<file path="src/uqsd_pkg.sv">
// uqsd_pkg: shared types, constants and byte decode functions for the
// url query string decoder; used by every module under src, no dependencies
package uqsd_pkg;

    localparam int QUEUE_DEPTH = 2;

    localparam logic [7:0] MAX_PAIRS_RESET = 8'd16;

    localparam logic [7:0] CH_AMP   = 8'h26;
    localparam logic [7:0] CH_EQ    = 8'h3D;
    localparam logic [7:0] CH_PCT   = 8'h25;
    localparam logic [7:0] CH_PLUS  = 8'h2B;
    localparam logic [7:0] CH_SPACE = 8'h20;
    localparam logic [7:0] CH_MINUS = 8'h2D;

    localparam logic [1:0] KIND_KEY_BYTE   = 2'd0;
    localparam logic [1:0] KIND_VALUE_BYTE = 2'd1;
    localparam logic [1:0] KIND_KEY_END    = 2'd2;
    localparam logic [1:0] KIND_PAIR_END   = 2'd3;

    typedef struct packed {
        logic [7:0] in_byte;
        logic       end_of_string;
    } byte_beat_t;

    typedef struct packed {
        logic [1:0] kind;
        logic [7:0] data;
        logic [7:0] pair_index;
        logic       last_in_run;
    } res_beat_t;

    // results caused by one input byte, up to three
    typedef struct packed {
        logic [1:0]      res_count;
        logic [2:0][1:0] kind;
        logic [2:0][7:0] data;
        logic [7:0]      pair_index;
    } bundle_t;

    function automatic logic [4:0] hex_val(input logic [7:0] c);
        logic [4:0] r;
        if (c >= 8'h30 && c <= 8'h39)
            r = 5'(c - 8'h30);
        else if (c >= 8'h61 && c <= 8'h66)
            r = 5'(c - 8'h61 + 8'd10);
        else if (c >= 8'h41 && c <= 8'h46)
            r = 5'(c - 8'h41 + 8'd10);
        else
            r = 5'd16;
        return r;
    endfunction

    function automatic logic is_ws(input logic [7:0] c);
        return (c == CH_SPACE) || (c >= 8'd9 && c <= 8'd13);
    endfunction

    function automatic logic [7:0] plain(input logic [7:0] c);
        return (c == CH_PLUS) ? CH_SPACE : c;
    endfunction

    function automatic logic [7:0] decode_pair(input logic [7:0] a, input logic [7:0] b);
        logic [4:0] ha;
        logic [4:0] hb;
        logic [7:0] r;
        ha = hex_val(a);
        hb = hex_val(b);
        if (is_ws(a) || a == CH_PLUS)
            r = hb[4] ? 8'd0 : {4'd0, hb[3:0]};
        else if (a == CH_MINUS)
            r = hb[4] ? 8'd0 : 8'd0 - {4'd0, hb[3:0]};
        else if (!ha[4])
            r = hb[4] ? {4'd0, ha[3:0]} : {ha[3:0], hb[3:0]};
        else
            r = 8'd0;
        return r;
    endfunction

endpackage

</file>
<file path="src/uqsd_front.sv">
// uqsd_front: accepts query string bytes, tracks pair and escape state and
// builds the bundle of results per byte; depends on uqsd_pkg
module uqsd_front (
    input  logic                clk,
    input  logic                rst_n,
    input  logic                cfg_wr_en,
    input  logic [7:0]          cfg_wr_data,
    input  logic                byte_valid,
    input  uqsd_pkg::byte_beat_t byte_beat,
    input  logic                q_full,
    output logic                push,
    output uqsd_pkg::bundle_t   bundle
);
    import uqsd_pkg::*;

    typedef enum logic [1:0] {
        PH_BETWEEN,
        PH_KEY,
        PH_VALUE,
        PH_DROP
    } phase_t;

    phase_t     phase_reg;
    phase_t     phase_next;
    logic [1:0] pend_cnt_reg;
    logic [1:0] pend_cnt_next;
    logic [7:0] pend_first_reg;
    logic [7:0] pend_first_next;
    logic [7:0] pairs_done_reg;
    logic [7:0] pairs_done_next;
    logic [7:0] max_pairs_reg;
    logic       accept;
    logic [1:0] n;
    logic [1:0] kind_sel;
    logic       eq;
    logic       eos;
    logic [7:0] b;

    assign accept = byte_valid && !q_full;
    assign b      = byte_beat.in_byte;
    assign eos    = byte_beat.end_of_string;

    always_comb
    begin
        phase_next      = phase_reg;
        pend_cnt_next   = pend_cnt_reg;
        pend_first_next = pend_first_reg;
        pairs_done_next = pairs_done_reg;
        n               = 2'd0;
        bundle          = '0;
        kind_sel        = KIND_KEY_BYTE;
        eq              = 1'b0;

        if (phase_reg == PH_BETWEEN && b != CH_AMP)
        begin
            if (pairs_done_reg >= max_pairs_reg)
                phase_next = PH_DROP;
            else
            begin
                phase_next    = PH_KEY;
                pend_cnt_next = 2'd0;
            end
        end

        if (phase_next == PH_KEY || phase_next == PH_VALUE)
        begin
            kind_sel = (phase_next == PH_KEY) ? KIND_KEY_BYTE : KIND_VALUE_BYTE;
            eq       = (phase_next == PH_KEY) && (b == CH_EQ);
            if (b == CH_AMP || eq)
            begin
                if (pend_cnt_next != 2'd0)
                begin
                    bundle.kind[n] = kind_sel;
                    bundle.data[n] = CH_PCT;
                    n = n + 2'd1;
                end
                if (pend_cnt_next == 2'd2)
                begin
                    bundle.kind[n] = kind_sel;
                    bundle.data[n] = plain(pend_first_next);
                    n = n + 2'd1;
                end
                pend_cnt_next = 2'd0;
                if (eq && !eos)
                begin
                    bundle.kind[n] = KIND_KEY_END;
                    n = n + 2'd1;
                    phase_next = PH_VALUE;
                end
                else
                begin
                    bundle.kind[n] = KIND_PAIR_END;
                    n = n + 2'd1;
                    pairs_done_next = pairs_done_reg + 8'd1;
                    phase_next = PH_BETWEEN;
                end
            end
            else
            begin
                case (pend_cnt_next)
                    2'd0:
                    begin
                        if (b == CH_PCT)
                            pend_cnt_next = 2'd1;
                        else
                        begin
                            bundle.kind[n] = kind_sel;
                            bundle.data[n] = plain(b);
                            n = n + 2'd1;
                        end
                    end
                    2'd1:
                    begin
                        pend_cnt_next   = 2'd2;
                        pend_first_next = b;
                    end
                    default:
                    begin
                        bundle.kind[n] = kind_sel;
                        bundle.data[n] = decode_pair(pend_first_next, b);
                        n = n + 2'd1;
                        pend_cnt_next = 2'd0;
                    end
                endcase
                if (eos)
                begin
                    if (pend_cnt_next != 2'd0)
                    begin
                        bundle.kind[n] = kind_sel;
                        bundle.data[n] = CH_PCT;
                        n = n + 2'd1;
                    end
                    if (pend_cnt_next == 2'd2)
                    begin
                        bundle.kind[n] = kind_sel;
                        bundle.data[n] = plain(pend_first_next);
                        n = n + 2'd1;
                    end
                    pend_cnt_next = 2'd0;
                    bundle.kind[n] = KIND_PAIR_END;
                    n = n + 2'd1;
                    pairs_done_next = pairs_done_reg + 8'd1;
                    phase_next = PH_BETWEEN;
                end
            end
        end

        if (eos)
        begin
            phase_next      = PH_BETWEEN;
            pend_cnt_next   = 2'd0;
            pend_first_next = 8'd0;
            pairs_done_next = 8'd0;
        end

        bundle.res_count  = n;
        bundle.pair_index = pairs_done_reg;
    end

    assign push = accept && (n != 2'd0);

    always_ff @(posedge clk or negedge rst_n)
    begin
        if (!rst_n)
        begin
            phase_reg      <= PH_BETWEEN;
            pend_cnt_reg   <= 2'd0;
            pend_first_reg <= 8'd0;
            pairs_done_reg <= 8'd0;
            max_pairs_reg  <= MAX_PAIRS_RESET;
        end
        else
        begin
            if (cfg_wr_en)
                max_pairs_reg <= cfg_wr_data;
            if (accept)
            begin
                phase_reg      <= phase_next;
                pend_cnt_reg   <= pend_cnt_next;
                pend_first_reg <= pend_first_next;
                pairs_done_reg <= pairs_done_next;
            end
        end
    end

`ifndef SYNTH
    a_idle_no_pending: assert property (@(posedge clk) disable iff (!rst_n)
        (phase_reg == PH_BETWEEN || phase_reg == PH_DROP) |-> pend_cnt_reg == 2'd0)
        else $error("escape pending outside a key or value");

    a_pairs_clear: assert property (@(posedge clk) disable iff (!rst_n)
        (accept && eos) |=> (pairs_done_reg == 8'd0 && phase_reg == PH_BETWEEN))
        else $error("end of string did not clear pair state");
`endif

endmodule

</file>
<file path="src/uqsd_queue.sv">
// uqsd_queue: short queue of result bundles between front and back end;
// depends on uqsd_pkg
module uqsd_queue #(
    parameter int DEPTH = uqsd_pkg::QUEUE_DEPTH
) (
    input  logic              clk,
    input  logic              rst_n,
    input  logic              push,
    input  uqsd_pkg::bundle_t push_data,
    input  logic              pop,
    output uqsd_pkg::bundle_t head,
    output logic              empty,
    output logic              full
);
    import uqsd_pkg::*;

    localparam int PTR_W = $clog2(DEPTH);
    localparam int CNT_W = $clog2(DEPTH + 1);
    localparam logic [PTR_W-1:0] PTR_LAST = PTR_W'(DEPTH - 1);
    localparam logic [CNT_W-1:0] CNT_FULL = CNT_W'(DEPTH);

    bundle_t            entry_reg [DEPTH];
    logic [PTR_W-1:0]   wr_ptr_reg;
    logic [PTR_W-1:0]   rd_ptr_reg;
    logic [CNT_W-1:0]   count_reg;
    logic [CNT_W-1:0]   count_next;

    assign empty = (count_reg == '0);
    assign full  = (count_reg == CNT_FULL);
    assign head  = entry_reg[rd_ptr_reg];

    always_comb
    begin
        count_next = count_reg;
        if (push && !pop)
            count_next = count_reg + CNT_W'(1);
        else if (pop && !push)
            count_next = count_reg - CNT_W'(1);
    end

    always_ff @(posedge clk)
    begin
        if (push)
            entry_reg[wr_ptr_reg] <= push_data;
    end

    always_ff @(posedge clk or negedge rst_n)
    begin
        if (!rst_n)
        begin
            wr_ptr_reg <= '0;
            rd_ptr_reg <= '0;
            count_reg  <= '0;
        end
        else
        begin
            if (push)
                wr_ptr_reg <= (wr_ptr_reg == PTR_LAST) ? '0 : wr_ptr_reg + PTR_W'(1);
            if (pop)
                rd_ptr_reg <= (rd_ptr_reg == PTR_LAST) ? '0 : rd_ptr_reg + PTR_W'(1);
            count_reg <= count_next;
        end
    end

`ifndef SYNTH
    a_no_overflow: assert property (@(posedge clk) disable iff (!rst_n)
        !(push && full && !pop))
        else $error("bundle pushed into full queue");

    a_no_underflow: assert property (@(posedge clk) disable iff (!rst_n)
        !(pop && empty))
        else $error("bundle popped from empty queue");
`endif

endmodule

</file>
<file path="src/uqsd_back.sv">
// uqsd_back: walks each queued bundle and drives one result beat per cycle,
// while res_stall is low, through an output register; depends on uqsd_pkg
module uqsd_back (
    input  logic                 clk,
    input  logic                 rst_n,
    input  uqsd_pkg::bundle_t    head,
    input  logic                 q_empty,
    output logic                 pop,
    output logic                 res_valid,
    input  logic                 res_stall,
    output uqsd_pkg::res_beat_t  res_beat
);
    import uqsd_pkg::*;

    logic       res_valid_reg;
    res_beat_t  beat_reg;
    logic [1:0] sub_reg;
    logic       load;
    logic       take;
    logic       last;

    assign load = !res_valid_reg || !res_stall;
    assign take = load && !q_empty;
    assign last = (sub_reg == head.res_count - 2'd1);
    assign pop  = take && last;

    assign res_valid = res_valid_reg;
    assign res_beat  = beat_reg;

    always_ff @(posedge clk)
    begin
        if (take)
        begin
            beat_reg.kind        <= head.kind[sub_reg];
            beat_reg.data        <= head.data[sub_reg];
            beat_reg.pair_index  <= head.pair_index;
            beat_reg.last_in_run <= last;
        end
    end

    always_ff @(posedge clk or negedge rst_n)
    begin
        if (!rst_n)
        begin
            res_valid_reg <= 1'b0;
            sub_reg       <= 2'd0;
        end
        else
        begin
            if (load)
                res_valid_reg <= !q_empty;
            if (pop)
                sub_reg <= 2'd0;
            else if (take)
                sub_reg <= sub_reg + 2'd1;
        end
    end

`ifndef SYNTH
    a_sub_in_range: assert property (@(posedge clk) disable iff (!rst_n)
        !q_empty |-> sub_reg < head.res_count)
        else $error("result select beyond bundle");
`endif

endmodule

</file>
<file path="src/url_query_string_decoder.sv">
// url_query_string_decoder: top level; one query string byte per beat in,
// decoded key and value bytes with markers out. An accepted byte's bundle is
// written into the bundle queue if it holds results; its result beats leave
// through the output register. Throughput: one byte per cycle while the queue
// has room, one result beat per cycle at the output register while res_stall
// is low. Reset clears pair state and the queue and sets max_pairs to 16.
module url_query_string_decoder #(
    parameter int QUEUE_DEPTH = uqsd_pkg::QUEUE_DEPTH
) (
    input  logic                 clk,
    input  logic                 rst_n,
    input  logic                 cfg_wr_en,
    input  logic [7:0]           cfg_wr_data,
    input  logic                 byte_valid,
    output logic                 byte_stall,
    input  uqsd_pkg::byte_beat_t byte_beat,
    output logic                 res_valid,
    input  logic                 res_stall,
    output uqsd_pkg::res_beat_t  res_beat
);
    import uqsd_pkg::*;

    logic    push;
    logic    pop;
    logic    q_empty;
    logic    q_full;
    bundle_t push_data;
    bundle_t head;

    assign byte_stall = q_full;

    uqsd_front u_front (
        .clk         (clk),
        .rst_n       (rst_n),
        .cfg_wr_en   (cfg_wr_en),
        .cfg_wr_data (cfg_wr_data),
        .byte_valid  (byte_valid),
        .byte_beat   (byte_beat),
        .q_full      (q_full),
        .push        (push),
        .bundle      (push_data)
    );

    uqsd_queue #(
        .DEPTH (QUEUE_DEPTH)
    ) u_queue (
        .clk       (clk),
        .rst_n     (rst_n),
        .push      (push),
        .push_data (push_data),
        .pop       (pop),
        .head      (head),
        .empty     (q_empty),
        .full      (q_full)
    );

    uqsd_back u_back (
        .clk       (clk),
        .rst_n     (rst_n),
        .head      (head),
        .q_empty   (q_empty),
        .pop       (pop),
        .res_valid (res_valid),
        .res_stall (res_stall),
        .res_beat  (res_beat)
    );

endmodule

</file>
<file path="config.mk">
export PLATFORM = sky130hd
export DESIGN_NAME = url_query_string_decoder
export DESIGN_NICKNAME = d
export VERILOG_FILES = /design/src/uqsd_pkg.sv /design/src/uqsd_front.sv /design/src/uqsd_queue.sv /design/src/uqsd_back.sv /design/src/url_query_string_decoder.sv
export SDC_FILE = /design/constraint.sdc
export NUM_CORES = 1
export LEC_CHECK = 0
export CAP_MARGIN = 20
export CORE_ASPECT_RATIO = 1.1
export CORE_MARGIN = 2
export CORE_UTILIZATION = 45
export CTS_CLUSTER_DIAMETER = 120
export DETAILED_ROUTE_END_ITERATION = 8
export DONT_BUFFER_PORTS = 1
export SETUP_SLACK_MARGIN = 0.2
export SLEW_MARGIN = 20
export SYNTH_ARGS = -nofsm -noshare
export SYNTH_HDL_FRONTEND = slang
export SYNTH_SLANG_ARGS = --single-unit
</file>
<file path="constraint.sdc">
create_clock -name clk -period 15.05 [get_ports clk]
set_clock_uncertainty 0.2 [all_clocks]
set_input_delay 1.505 -clock clk [delete_from_list [all_inputs] [get_ports clk]]
set_output_delay 1.505 -clock clk [all_outputs]
set_load 0.01 [all_outputs]
</file>
Yosys cells after proc, flatten, opt, wreduce, memory -nomap -nowiden:

Memories as Yosys holds them, arrays and structs flattened.
Index checks and enable logic that the tools add are counted.

* output and inout port bits: 21
* input bits: 22
* register bits after elaboration: 54
* memories: 1
* bits in writable memories: 80

Memory list
* u_queue.entry_reg: words 2, bits a word 40, rd ports 1, clocked after Yosys merged registers in 0, write ports 1, line uqsd_queue.sv:22 `bundle_t entry_reg [DEPTH];`

* order comparisons: 26
* multiplexer cells: 130
* equal/unequal tests: 18
* reductions and logical operators: 46
* add/subtract/negate cells: 23
* bitwise gates (word level): 8

Operators with widths (count)
* 30-bit 2-to-1 mux: 14
* 8-bit 2-to-1 mux: 27
* 2-bit 2-to-1 mux: 48
* 8-bit by 6-bit == test with 1-bit output, second input constant: 8
* 5-bit 2-to-1 mux: 12
* 24-bit bitwise mux: 2
* 8-bit demux with 2-bit select: 3
* 8-bit by 7-bit greater-or-equal comparator with 1-bit output, second input constant: 4
* 8-bit by 7-bit less-or-equal comparator with 1-bit output, second input constant: 4
* 1-bit logical AND: 21
* 5-bit by 4-bit adder with 5-bit output, second input constant: 4
* 2-bit demux with 2-bit select: 5
* 5-bit by 1-bit subtractor with 5-bit output, second input constant: 4
* 6-bit bitwise mux: 3
* 2-bit by 3-bit < comparator with 1-bit output, second input constant: 6
* 8-bit binary-select mux with 2-bit select: 1
* 8-bit by 6-bit greater-or-equal comparator with 1-bit output, second input constant: 2
* 8-bit by 6-bit less-or-equal comparator with 1-bit output, second input constant: 2
* 8-bit case mux with 2 select lines: 1
* 5-bit by 15-bit bitwise AND with 15-bit output: 1
* 15-bit inverter: 1
* 2-bit by 1-bit adder with 2-bit output, second input constant: 7
* 2-bit nonzero test: 7
* 6-bit 2-to-1 mux: 2
* 29 further kinds: 62

Depth between registers and ports, before layout:

Gate-level depths: netlist of the first run.

* depth after elaboration: 29
* gate-level depth with buffers: 17
* gate-level depth less buffers: 16

Cells and area by module:

From an unflattened synthesis of the first run, not the netlist that was laid out.

* cells, all modules: 600
* area total of the unflattened synthesis: 7198.2 um2

By module, submodules not included
* uqsd_queue: cells an instance 141, times used 1, area each 3276.9 um2
* uqsd_front: cells an instance 386, times used 1, area each 2962.8 um2
* uqsd_back: cells an instance 73, times used 1, area each 958.4 um2

Worst setup path before layout of the first run:

Ideal clock, no wire load.

* path type: input to register
* start point: in byte_beat[1] (netlist bit)
* end point: mem u_queue.entry_reg[0][0] (netlist bit) (enable)
* setup time: 0.442 ns
* slack: 8.779 ns
* arrival: 5.629 ns
* cell stages on the path: 14
* data required time: 14.408 ns
* cell sequence: inv_1 ha_1 nor3b_2 a21oi_2 and4_4 buf_6 nand2_1 o21ai_0 ha_1 and4_1 o21ai_2 and2_1 a211oi_4 nor2b_1

* word-level cells in the longest chain between the ends: 25
* elaborated cells on any way between the ends: 52
* those cells by class: 5 x add/sub; 9 x eq/ne; 29 x mux; 9 x reduce/logical

Ends and longest elaborated chain
* start: declaration: line url_query_string_decoder.sv:16 `input uqsd_pkg::byte_beat_t byte_beat,`
* 8-bit by 6-bit != test with 1-bit output: line uqsd_front.sv:54 `if (phase_reg == PH_BETWEEN && b != CH_AMP)`
* 1-bit logical AND: line uqsd_front.sv:54
* 2-bit 2-to-1 mux: line uqsd_front.sv:54
* 2-bit by 1-bit == test with 1-bit output (tied with other cells): line uqsd_front.sv:100 `case (pend_cnt_next)`
* 2-bit case mux with 2 select lines: line uqsd_front.sv:100
* 2-bit 2-to-1 mux: line uqsd_front.sv:69 `if (b == CH_AMP || eq)`
* 2-bit 2-to-1 mux: line uqsd_front.sv:65 `if (phase_next == PH_KEY || phase_next == PH_VALUE)`
* 2-bit by 1-bit adder with 2-bit output or 2-bit nonzero test (tied branches): line uqsd_front.sv:131, uqsd_front.sv:127
* [... 9 more ...]
* 2-bit by 1-bit adder with 2-bit output: line uqsd_front.sv:141 `n = n + 2'd1;`
* 2-bit 2-to-1 mux: line uqsd_front.sv:125 `if (eos)`
* 2-bit 2-to-1 mux: line uqsd_front.sv:69
* 2-bit 2-to-1 mux *: line uqsd_front.sv:65
* 2-bit nonzero test *: line uqsd_front.sv:160 `assign push = accept && (n != 2'd0);`
* 1-bit logical AND *: line uqsd_front.sv:160
* 1-bit 2-to-1 mux *: line uqsd_queue.sv:43 `if (push)`
* 1-bit 2-to-1 mux (not written as such) *: line uqsd_queue.sv:44 `entry_reg[wr_ptr_reg] <= push_data;`
* end: declaration: line uqsd_queue.sv:22

Mark *: on every way between the ends. The rest lies on a longest branch, timed or not. The select of a mux whose other input is x is not followed.

Worst setup path in the final report of the first run:

* start point: in byte_beat[1] (netlist bit)
* end point: mem u_queue.entry_reg[1][17] (netlist bit) (enable)

Same word-level chain as after synthesis.

==> impl_metrics.toml, run 1 <==
[outcome]
status = "finished clean"

[detailed_routing]
via_per_inst = 6.002
ant_nets = 0
drt_iter0_drc = 659
drc = 0
wirelength_mm = 16.03
firstDrtPassIters = 5
vias = 4832
routedWlPerCell_um = 19.91

[power]
p_leak_nw = 2.826
vdd_drop_max_mv = 0.07003
swShare = 0.3413
p_comb_frac = 0.297
p_clk_frac = 0.264
powerDensity_nw_per_um2 = 192.5
seqPwrFrac = 0.439
p_int_mw = 0.9787
p_switching_mw = 0.5071

[sta]
slew_headroom = 0.2815
rsz0062_at_grt = "false"
max_freq_mhz = 187.6
fin_crit_sh = 0.3543
slew_violations = 0
whs_ns = 0.3068
hold_viol = 0
setup_viol = 0
tns_ns = 0
worstMarginPinSlew_ns = 1.068
fin_crit_ns = 5.331

[logic_synthesis]
ys.warnings.count = 0
synth_edf_count = 99
netlist_top_cells_count = "edfxtp_1, o21ai_0, nand2_1"
yosysTopAreaCellShare = 0.4258
postSynthCellCount = 601
synth_area_um2 = 6982
async_reset_ff_frac = 0.2612
yosys_most_used_dff = "edfxtp_1"
ys_seq_area_frac = 0.5514
synth_area_leader_cell = "edfxtp_1"
synth_fp_nets = 647
yosys.cell_count.top_type = "edfxtp_1"
ys_ff_latch = 134
synth_cell_types = 68
syn_area_per_cell_um2 = 11.62
synth.area.top_cells = "edfxtp_1, dfrtp_1, ha_1"

[critical_path]
cp.arrival_ns = 5.19
max_stage_delay_ns = 0.46
critPathLaunch = "byte_beat[1]"
worstPathCellList = "inv_1 > ha_1 > nor3b_2 > a21oi_2 > and4_4 > nand2_1 > o21ai_0 > ha_1 > and4_1 > o21ai_2 > and2_1 > a211oi_4 > and2_1 > buf_4"
critPathKind = "primary input to register"
path_buf_inv = 2
cp-start-kind = "primary input"
critPathMaxFanout = 32
crit_family = "simple AND/OR/NAND/NOR gates"
regToRegStartpoint = "u_front.pairs_done_reg[0]$_DFFE_PN0P_"
slowest_stage = "buf_4"
crit_required_ns = 14.91
endpoint_kind = "register"

[finish]
utilization = 0.5108
largest_register_ffs = 80
regArea_um2 = 3850
multi_input_area_um2 = 2875
fin_nets = 642
antenna_cells = 0
drive_gt1_frac = 0.1248
fillCellCount = 1279
areaGrowthSynthToFinish_pct = 10.57
final_cells = 805

[clocking]
htree_levels = 4
cts_buffer_depth = 2
clock_latency_ns = 0.41
cts_buffers = 17
ctsResizeCount = 0
postCtsHoldBufs = 0
cts_sinks = 134
postCtsSetupBuffers = 0
path_clk_slew_ns = 0.05
cts-root-buf = "clkbuf_16"
tritoncts = "yes"

[global_route]
grt_max_degree = 41
grt_pass1_vias = 4605
grt_pass1_wl_mm = 25.65
grt_overflow_total = 0
track_usage = 0.2051
antenna_found_initial = 0

[die]
die_area_um2 = 16530
core_region_area_um2 = 15110
initial_core_util = 0.4620
fp.dieW_um = 122.8
placementRows = 47
die_y_um = 134.6
ioPinCount = 43

[job]
cap_violations = 0

[worst_hold_path]
min_from = "u_front.max_pairs_reg[4]$_DFFE_PN1P_"
min_path_type = "register to register"

[placed_design]
gp_congestion = 0.9635
portBuffers = 0
hpwl_mm = 11.51
placedCellCount = 772
-- cells in the final DEF (no fill, tap or decap), types with 4 or more instances in the layout --
master / netlist / final
nor3_1: 17 / 17
nand2_1: 51 / 51
a31oi_1: 6 / 6
o21ai_1: 5 / 6
o22ai_1: 15 / 15
edfxtp_1: 99 / 99
o211ai_1: 5 / 5
mux2i_1: 15 / 15
clkinvlp_4: 0 / 4
clkinv_2: 0 / 4
a32oi_1: 5 / 5
mux4_2: 10 / 10
nor2_1: 30 / 30
a22oi_1: 10 / 10
nand3_1: 13 / 13
dfrtp_1: 34 / 34
mux2_2: 11 / 11
inv_1: 37 / 37
a21oi_1: 24 / 24
o21ai_0: 52 / 51
and2_1: 8 / 8
nand2b_1: 5 / 5
ha_1: 24 / 24
nor4_1: 7 / 7
and3_1: 7 / 7
a2bb2oi_1: 8 / 8
xnor2_1: 7 / 7
xor2_1: 6 / 6
nand4_1: 8 / 8
clkbuf_16: 0 / 17
-- cell type report --
type,count,share of cell area
Sequential cell,134,0.4987
Clock inverter,13,0.01702
Inverter,38,0.01848
Tap cell,196,0.03177
Timing Repair Buffer,4,0.005511
Clock buffer,19,0.05608
Multi-Input combinational cell,401,0.3724
-- through the flow --
stage	worst slack, ns	cell area, um^2	total power, mW
after floorplan	8.779	6982	0.9789
after global placement	9.329	7136	1.085
after detailed placement	9.162	7136	1.100
after CTS	9.599	7700	1.494
after global routing	9.426	7720	1.575
final	9.719	7720	1.486
-- worst paths after layout --
kind	cells past startpoint	to	slack (ns)
setup / recovery	14	u_queue.entry_reg[1][17]$_DFFE_PP_	9.72
hold / removal	2	u_front.max_pairs_reg[4]$_DFFE_PN1P_	0.31
setup reg to reg	14	u_queue.entry_reg[1][17]$_DFFE_PP_	10.02
hold reg to reg	2	u_front.max_pairs_reg[4]$_DFFE_PN1P_	0.31
max in group asynchronous	0	u_front.max_pairs_reg[4]$_DFFE_PN1P_	13.89
min in group asynchronous	0	u_front.pend_first_reg[7]$_DFFE_PN0P_	0.59
-- worst min-delay path, cell delays in order (launching register included) --
cell and delay, ns:
dfstp_2 0.35, inv_1 0.06, o21ai_0 0.08
-- power by group through the flow --
stage	Combinational (mW)	Clock, mW	Sequential, mW
floorplan	0.358	0	0.621
global placement	0.429	0	0.656
detailed placement	0.437	0	0.662
CTS	0.440	0.399	0.655
global route	0.490	0.416	0.669
finish	0.441	0.392	0.653
-- metal layers --
| layer | vias to the layer above | GRT usage | part of all wire |
|---|---|---|---|
| met4 | 0 | 0.07854 | 0.024 |
| met2 | 169 | 0.2977 | 0.45 |
| met3 | 29 | 0.04645 | 0.053 |
| met1 | 2370 | 0.2992 | 0.47 |
| li1 | 2264 | - | - |
| met5 | - | 0 | 0 |
-- cells by family after synthesis --
family	share of synthesized area
AOI/OAI and AO/OA	0.1574
adders and majority gates	0.04301
xor gates and xnor gates	0.01631
muxes	0.07151
DFF	0.5514
buffers and inverters	0.03781
and+or+nand+nor	0.1226
Note: power is estimated with default switching activity, not from simulation.
==> inputs of run 2 (changes only) <==
==> constraint.sdc (replaced) <==
create_clock -name clk -period 5.3 [get_ports clk]
set_clock_uncertainty 0.2 [all_clocks]
set_input_delay 0.53 -clock clk [delete_from_list [all_inputs] [get_ports clk]]
set_output_delay 0.53 -clock clk [all_outputs]
set_load 0.01 [all_outputs]
==> run 2 against run 1 <==
Sequential share of layout area down 0.24 points. Final area up 0.49%. Largest power group unchanged. Critical endpoint is now u_queue.entry_reg[1][12]$_DFFE_PP_. Combinational power rose to 2.8 times the previous value. Highest routed layer unchanged. Count of clock-buffer cells in the layout up 2.
==> impl_metrics.toml, run 2 (same netlist as run 1, synthesis figures left out) <==
[outcome]
status = "finished clean"

[sta]
layout_setup_ws_ns = 0.6939
fin_crit_sh = 0.8691
fin_crit_ns = 4.606
max_freq_mhz = 217.1
slew_headroom = 0.4126
slew_violations = 0
rsz0062_at_grt = "false"
hold_viol = 0
tns_ns = 0
setup_viol = 0
worstMarginPinSlew_ns = 0.8733

[power]
vdd_drop_max_mv = 0.2555
p_leak_nw = 2.841
p_total_mw = 4.182
powerDensity_nw_per_um2 = 539.1

[clocking]
cts_sinks = 134
ctsResizeCount = 0
tritoncts = "yes"
clock_latency_ns = 0.41
cts-root-buf = "clkbuf_16"
cts_buffers = 17
postCtsSetupBuffers = 0
htree_levels = 4
cts_buffer_depth = 2
path_clk_slew_ns = 0.06

[critical_path]
critPathMaxFanout = 32
cp-start-kind = "register"
crit_family = "simple AND/OR/NAND/NOR gates"
cp.arrival_ns = 4.51
crit_required_ns = 5.20
critPathKind = "register to register"
slowest_stage = "dfrtp_1"
max_stage_delay_ns = 0.47
endpoint_kind = "register"
worstPathCellList = "inv_1 > ha_1 > nand2b_1 > a2111oi_2 > or3_1 > nand2_1 > o21ai_0 > ha_1 > and4_1 > o21ai_2 > and2_1 > a211oi_4 > and2_1 > buf_12"
path_buf_inv = 2
regToRegSetupSlack_ns = 0.69

[global_route]
grt_overflow_total = 0
antenna_found_initial = 0
grt_pass1_wl_mm = 26.14
track_usage = 0.2084
grt_max_degree = 36
grt_pass1_vias = 4775

[placed_design]
portBuffers = 0
hpwl_mm = 11.57
gp_congestion = 0.9116
place_ws_ns = 0.7209

[finish]
largest_register_ffs = 80
mostFrequentLayoutCells = "edfxtp_1, o21ai_0, nand2_1"
areaGrowthSynthToFinish_pct = 11.11
drive_gt1_frac = 0.1221
regArea_um2 = 3850
fillCellCount = 1306
utilization = 0.5133
multi_input_area_um2 = 2875
fin_nets = 648
antenna_cells = 0
mostFrequentLayoutCell = "edfxtp_1"

[die]
die_y_um = 134.6
core_region_area_um2 = 15110
fp.dieW_um = 122.8
initial_core_util = 0.4620
placementRows = 47
die_area_um2 = 16530
ioPinCount = 43

[job]
cap_violations = 0

[detailed_routing]
drc = 0
vias = 4829
ant_nets = 0
via_per_inst = 5.962
drt_iter0_drc = 611
wirelength_mm = 16.14
routedWlPerCell_um = 19.92
firstDrtPassIters = 5

[worst_hold_path]
min_path_type = "primary input to register"
-- run 2: area by class of cell --
| cell class | count | area share |
|---|---|---|
| Sequential cell | 134 | 0.4963 |
| Clock buffer | 21 | 0.05677 |
| Timing Repair Buffer | 10 | 0.01548 |
| Tap cell | 196 | 0.03161 |
| Multi-Input combinational cell | 401 | 0.3706 |
| Clock inverter | 10 | 0.01081 |
| Inverter | 38 | 0.01839 |
-- run 2: what timing repair did --
| item | 4_1_cts | 5_1_grt |
|---|---|---|
| hold buffers | 4 | 0 |
| endpoints found under the hold margin | 45 | 0 |
| endpoints found under the setup margin | 0 | 0 |
-- run 2: worst paths after layout --
path                                                       startpoint                               endpoint  depth (start not counted)
min in group asynchronous                                       rst_n  u_front.pairs_done_reg[6]$_DFFE_PN0P_                          2
worst max-delay path            u_front.pairs_done_reg[0]$_DFFE_PN0P_     u_queue.entry_reg[1][12]$_DFFE_PP_                         14
worst min-delay path                                     byte_beat[0]  u_front.pairs_done_reg[2]$_DFFE_PN0P_                          1
worst min register to register       u_queue.count_reg[1]$_DFFE_PN0P_       u_queue.count_reg[1]$_DFFE_PN0P_                          1
max in group asynchronous                                       rst_n   u_front.max_pairs_reg[4]$_DFFE_PN1P_                          2
worst max register to register  u_front.pairs_done_reg[0]$_DFFE_PN0P_     u_queue.entry_reg[1][12]$_DFFE_PP_                         14
-- run 2: through the flow --
stage | cells | hold slack [ns] | area [um^2]
floorplan | 601 | 0.03441 | 6984
global placement | 775 | 0.03574 | 7183
detailed placement | 775 | 0.03559 | 7183
CTS | 810 | 0.004653 | 7757
global route | 810 | 0.01094 | 7757
finish | 810 | 0.02344 | 7757
-- run 2: report_power, final --
part / leakage [nW] / internal [mW] / switching, mW / total [mW]
clock network: 0.248 / 0.635 / 0.407 / 1.04
logic: 1.22 / 0.521 / 0.734 / 1.25
registers: 1.37 / 1.58 / 0.300 / 1.88
-- run 2: metal layers --
metal	vias up	GRT usage	share of wire
met3	27	0.05363	0.051
li1	2274	-	-
met2	154	0.3140	0.47
met1	2374	0.2906	0.46
met5	-	0	0
met4	0	0.07727	0.022
==> inputs of run 3 (changes only) <==
--- a/config.mk
+++ b/config.mk
@@ -12,6 +12,8 @@
 export CTS_CLUSTER_DIAMETER = 120
 export DETAILED_ROUTE_END_ITERATION = 8
 export DONT_BUFFER_PORTS = 1
+export GPL_ROUTABILITY_DRIVEN = 0
+export RECOVER_POWER = 25
 export SETUP_SLACK_MARGIN = 0.2
 export SLEW_MARGIN = 20
 export SYNTH_ARGS = -nofsm -noshare
==> run 3 against run 2 <==
The run now ends with capacitance limit, slew limit left. Total power up 3.8%. Cell count down 0.12%. Sequential cell count unchanged.
==> impl_metrics.toml, run 3 (same netlist as run 1, synthesis figures left out) <==
[detailed_routing]
drc = 0
firstDrtPassIters = 7
vias = 4830
wirelength_mm = 15.91
routedWlPerCell_um = 19.67
via_per_inst = 5.970
drt_iter0_drc = 666
ant_nets = 0

[critical_path]
worstPathCellList = "inv_1 > ha_1 > nand2b_1 > a2111oi_2 > or3_1 > nand2_1 > o21ai_0 > ha_1 > and4_1 > o21ai_2 > and2_1 > a211oi_4 > nor2b_4 > buf_12"
r2r_cells = 14
max_stage_delay_ns = 0.47
endpoint_kind = "register"
critPathKind = "register to register"
cp-start-kind = "register"
cp_num_cells = 14
crit_family = "simple AND/OR/NAND/NOR gates"
slowest_stage = "dfrtp_1"
path_buf_inv = 2
cp.arrival_ns = 4.65
crit_required_ns = 5.21
crit_path_frequent_cell = "ha_1"
critPathMaxFanout = 32

[sta]
max_freq_mhz = 210.8
rsz0062_at_grt = "false"
tns_ns = 0
setup_viol = 0
hold_viol = 0
fin_crit_sh = 0.8950
fin_crit_ns = 4.744
worstMarginPinSlew_ns = 2.016
slew_headroom = -0.3437
slew_violations = 36

[clocking]
cts-root-buf = "clkbuf_16"
tritoncts = "yes"
postCtsSetupBuffers = 0
cts_sinks = 134
cts_buffers = 17
path_clk_slew_ns = 0.06
clock_latency_ns = 0.42
htree_levels = 4
cts_buffer_depth = 2

[placed_design]
hpwl_mm = 11.01
portBuffers = 0

[finish]
largest_register_ffs = 80
areaGrowthSynthToFinish_pct = 11.94
drive_gt1_frac = 0.1256
mostFrequentLayoutCell = "edfxtp_1"
mostFrequentLayoutCells = "edfxtp_1, nand2_1, o21ai_0"
antenna_cells = 0
fin_nets = 646

[global_route]
grt_overflow_total = 0
use_met1 = 0.2846
met2_usage = 0.3069
use_met3 = 0.04476
antenna_found_initial = 0
grt_busiest_layer = "met2"
grt_pass1_wl_mm = 25.58
track_usage = 0.2052
grt_pass1_vias = 4593
grt_max_degree = 36

[power]
p_leak_nw = 2.868
vdd_drop_max_mv = 0.2209
p_total_mw = 4.341
powerDensity_nw_per_um2 = 555.5

[job]
cap_violations = 1

[die]
core_region_area_um2 = 15110
die_y_um = 134.6
placementRows = 47
initial_core_util = 0.4620
die_area_um2 = 16530
fp.dieW_um = 122.8
ioPinCount = 43

[worst_hold_path]
whs_path_depth = 1
min_path_type = "primary input to register"

[outcome]
failed_checks = "capacitance limit, slew limit"
status = "complete, but fails checks"
-- run 3: cell type report --
cell class / instances / area [um^2]
clock buffers: 18 / 429.2
clock inverters: 14 / 182.7
fillers: 1271 / 7298
inverters: 38 / 142.6
multi-input cells: 401 / 2877
flip-flops and latches: 134 / 3850
well taps: 196 / 245.2
repair buffers: 8 / 88.84
-- run 3: stage by stage --
step	instance area [um^2]	utilization	hold WS [ns]	std cells	setup WS, ns
6_report	7815	0.5171	0.01773	809	0.5564
5_1_grt	7815	0.5171	0.002260	809	0.2228
4_1_cts	7830	0.5181	0.001339	809	0.5117
3_5_place_dp	7168	0.4743	0.03564	773	0.5360
3_3_place_gp	7168	0.4743	0.03550	773	0.6566
2_1_floorplan	6984	-	0.03441	601	0.6408
-- run 3: report_power, final --
group          switching (mW)  leakage (nW)  internal, mW
Clock                   0.436         0.291         0.782
Sequential              0.267          1.37          1.58
Combinational           0.756          1.20         0.517
-- run 3: timing repair --
action,4_1_cts,5_1_grt
hold buffers,4,0
endpoints found under the setup margin,0,32
hold endpoints to repair,44,0
resized for setup,0,1
-- run 3: worst paths after layout --
check                                                       from                                    end  slack [ns]
setup / recovery           u_front.pairs_done_reg[0]$_DFFE_PN0P_     u_queue.entry_reg[0][14]$_DFFE_PP_        0.56
hold / removal                                      byte_beat[0]  u_front.pend_first_reg[7]$_DFFE_PN0P_        0.02
setup reg to reg           u_front.pairs_done_reg[0]$_DFFE_PN0P_     u_queue.entry_reg[0][14]$_DFFE_PP_        0.56
hold reg to reg             u_front.max_pairs_reg[4]$_DFFE_PN1P_   u_front.max_pairs_reg[4]$_DFFE_PN1P_        0.32
max in group asynchronous                                  rst_n       u_queue.count_reg[1]$_DFFE_PN0P_        2.72
min in group asynchronous                                  rst_n   u_front.max_pairs_reg[2]$_DFFE_PN0P_        1.03
-- run 3: metal layers --
layer / wire, um / up-vias
li1: - / 2269
met3: 1064 / 43
met4: 430 / 0
met1: 6997 / 2322
met5: 0 / -
met2: 7418 / 196
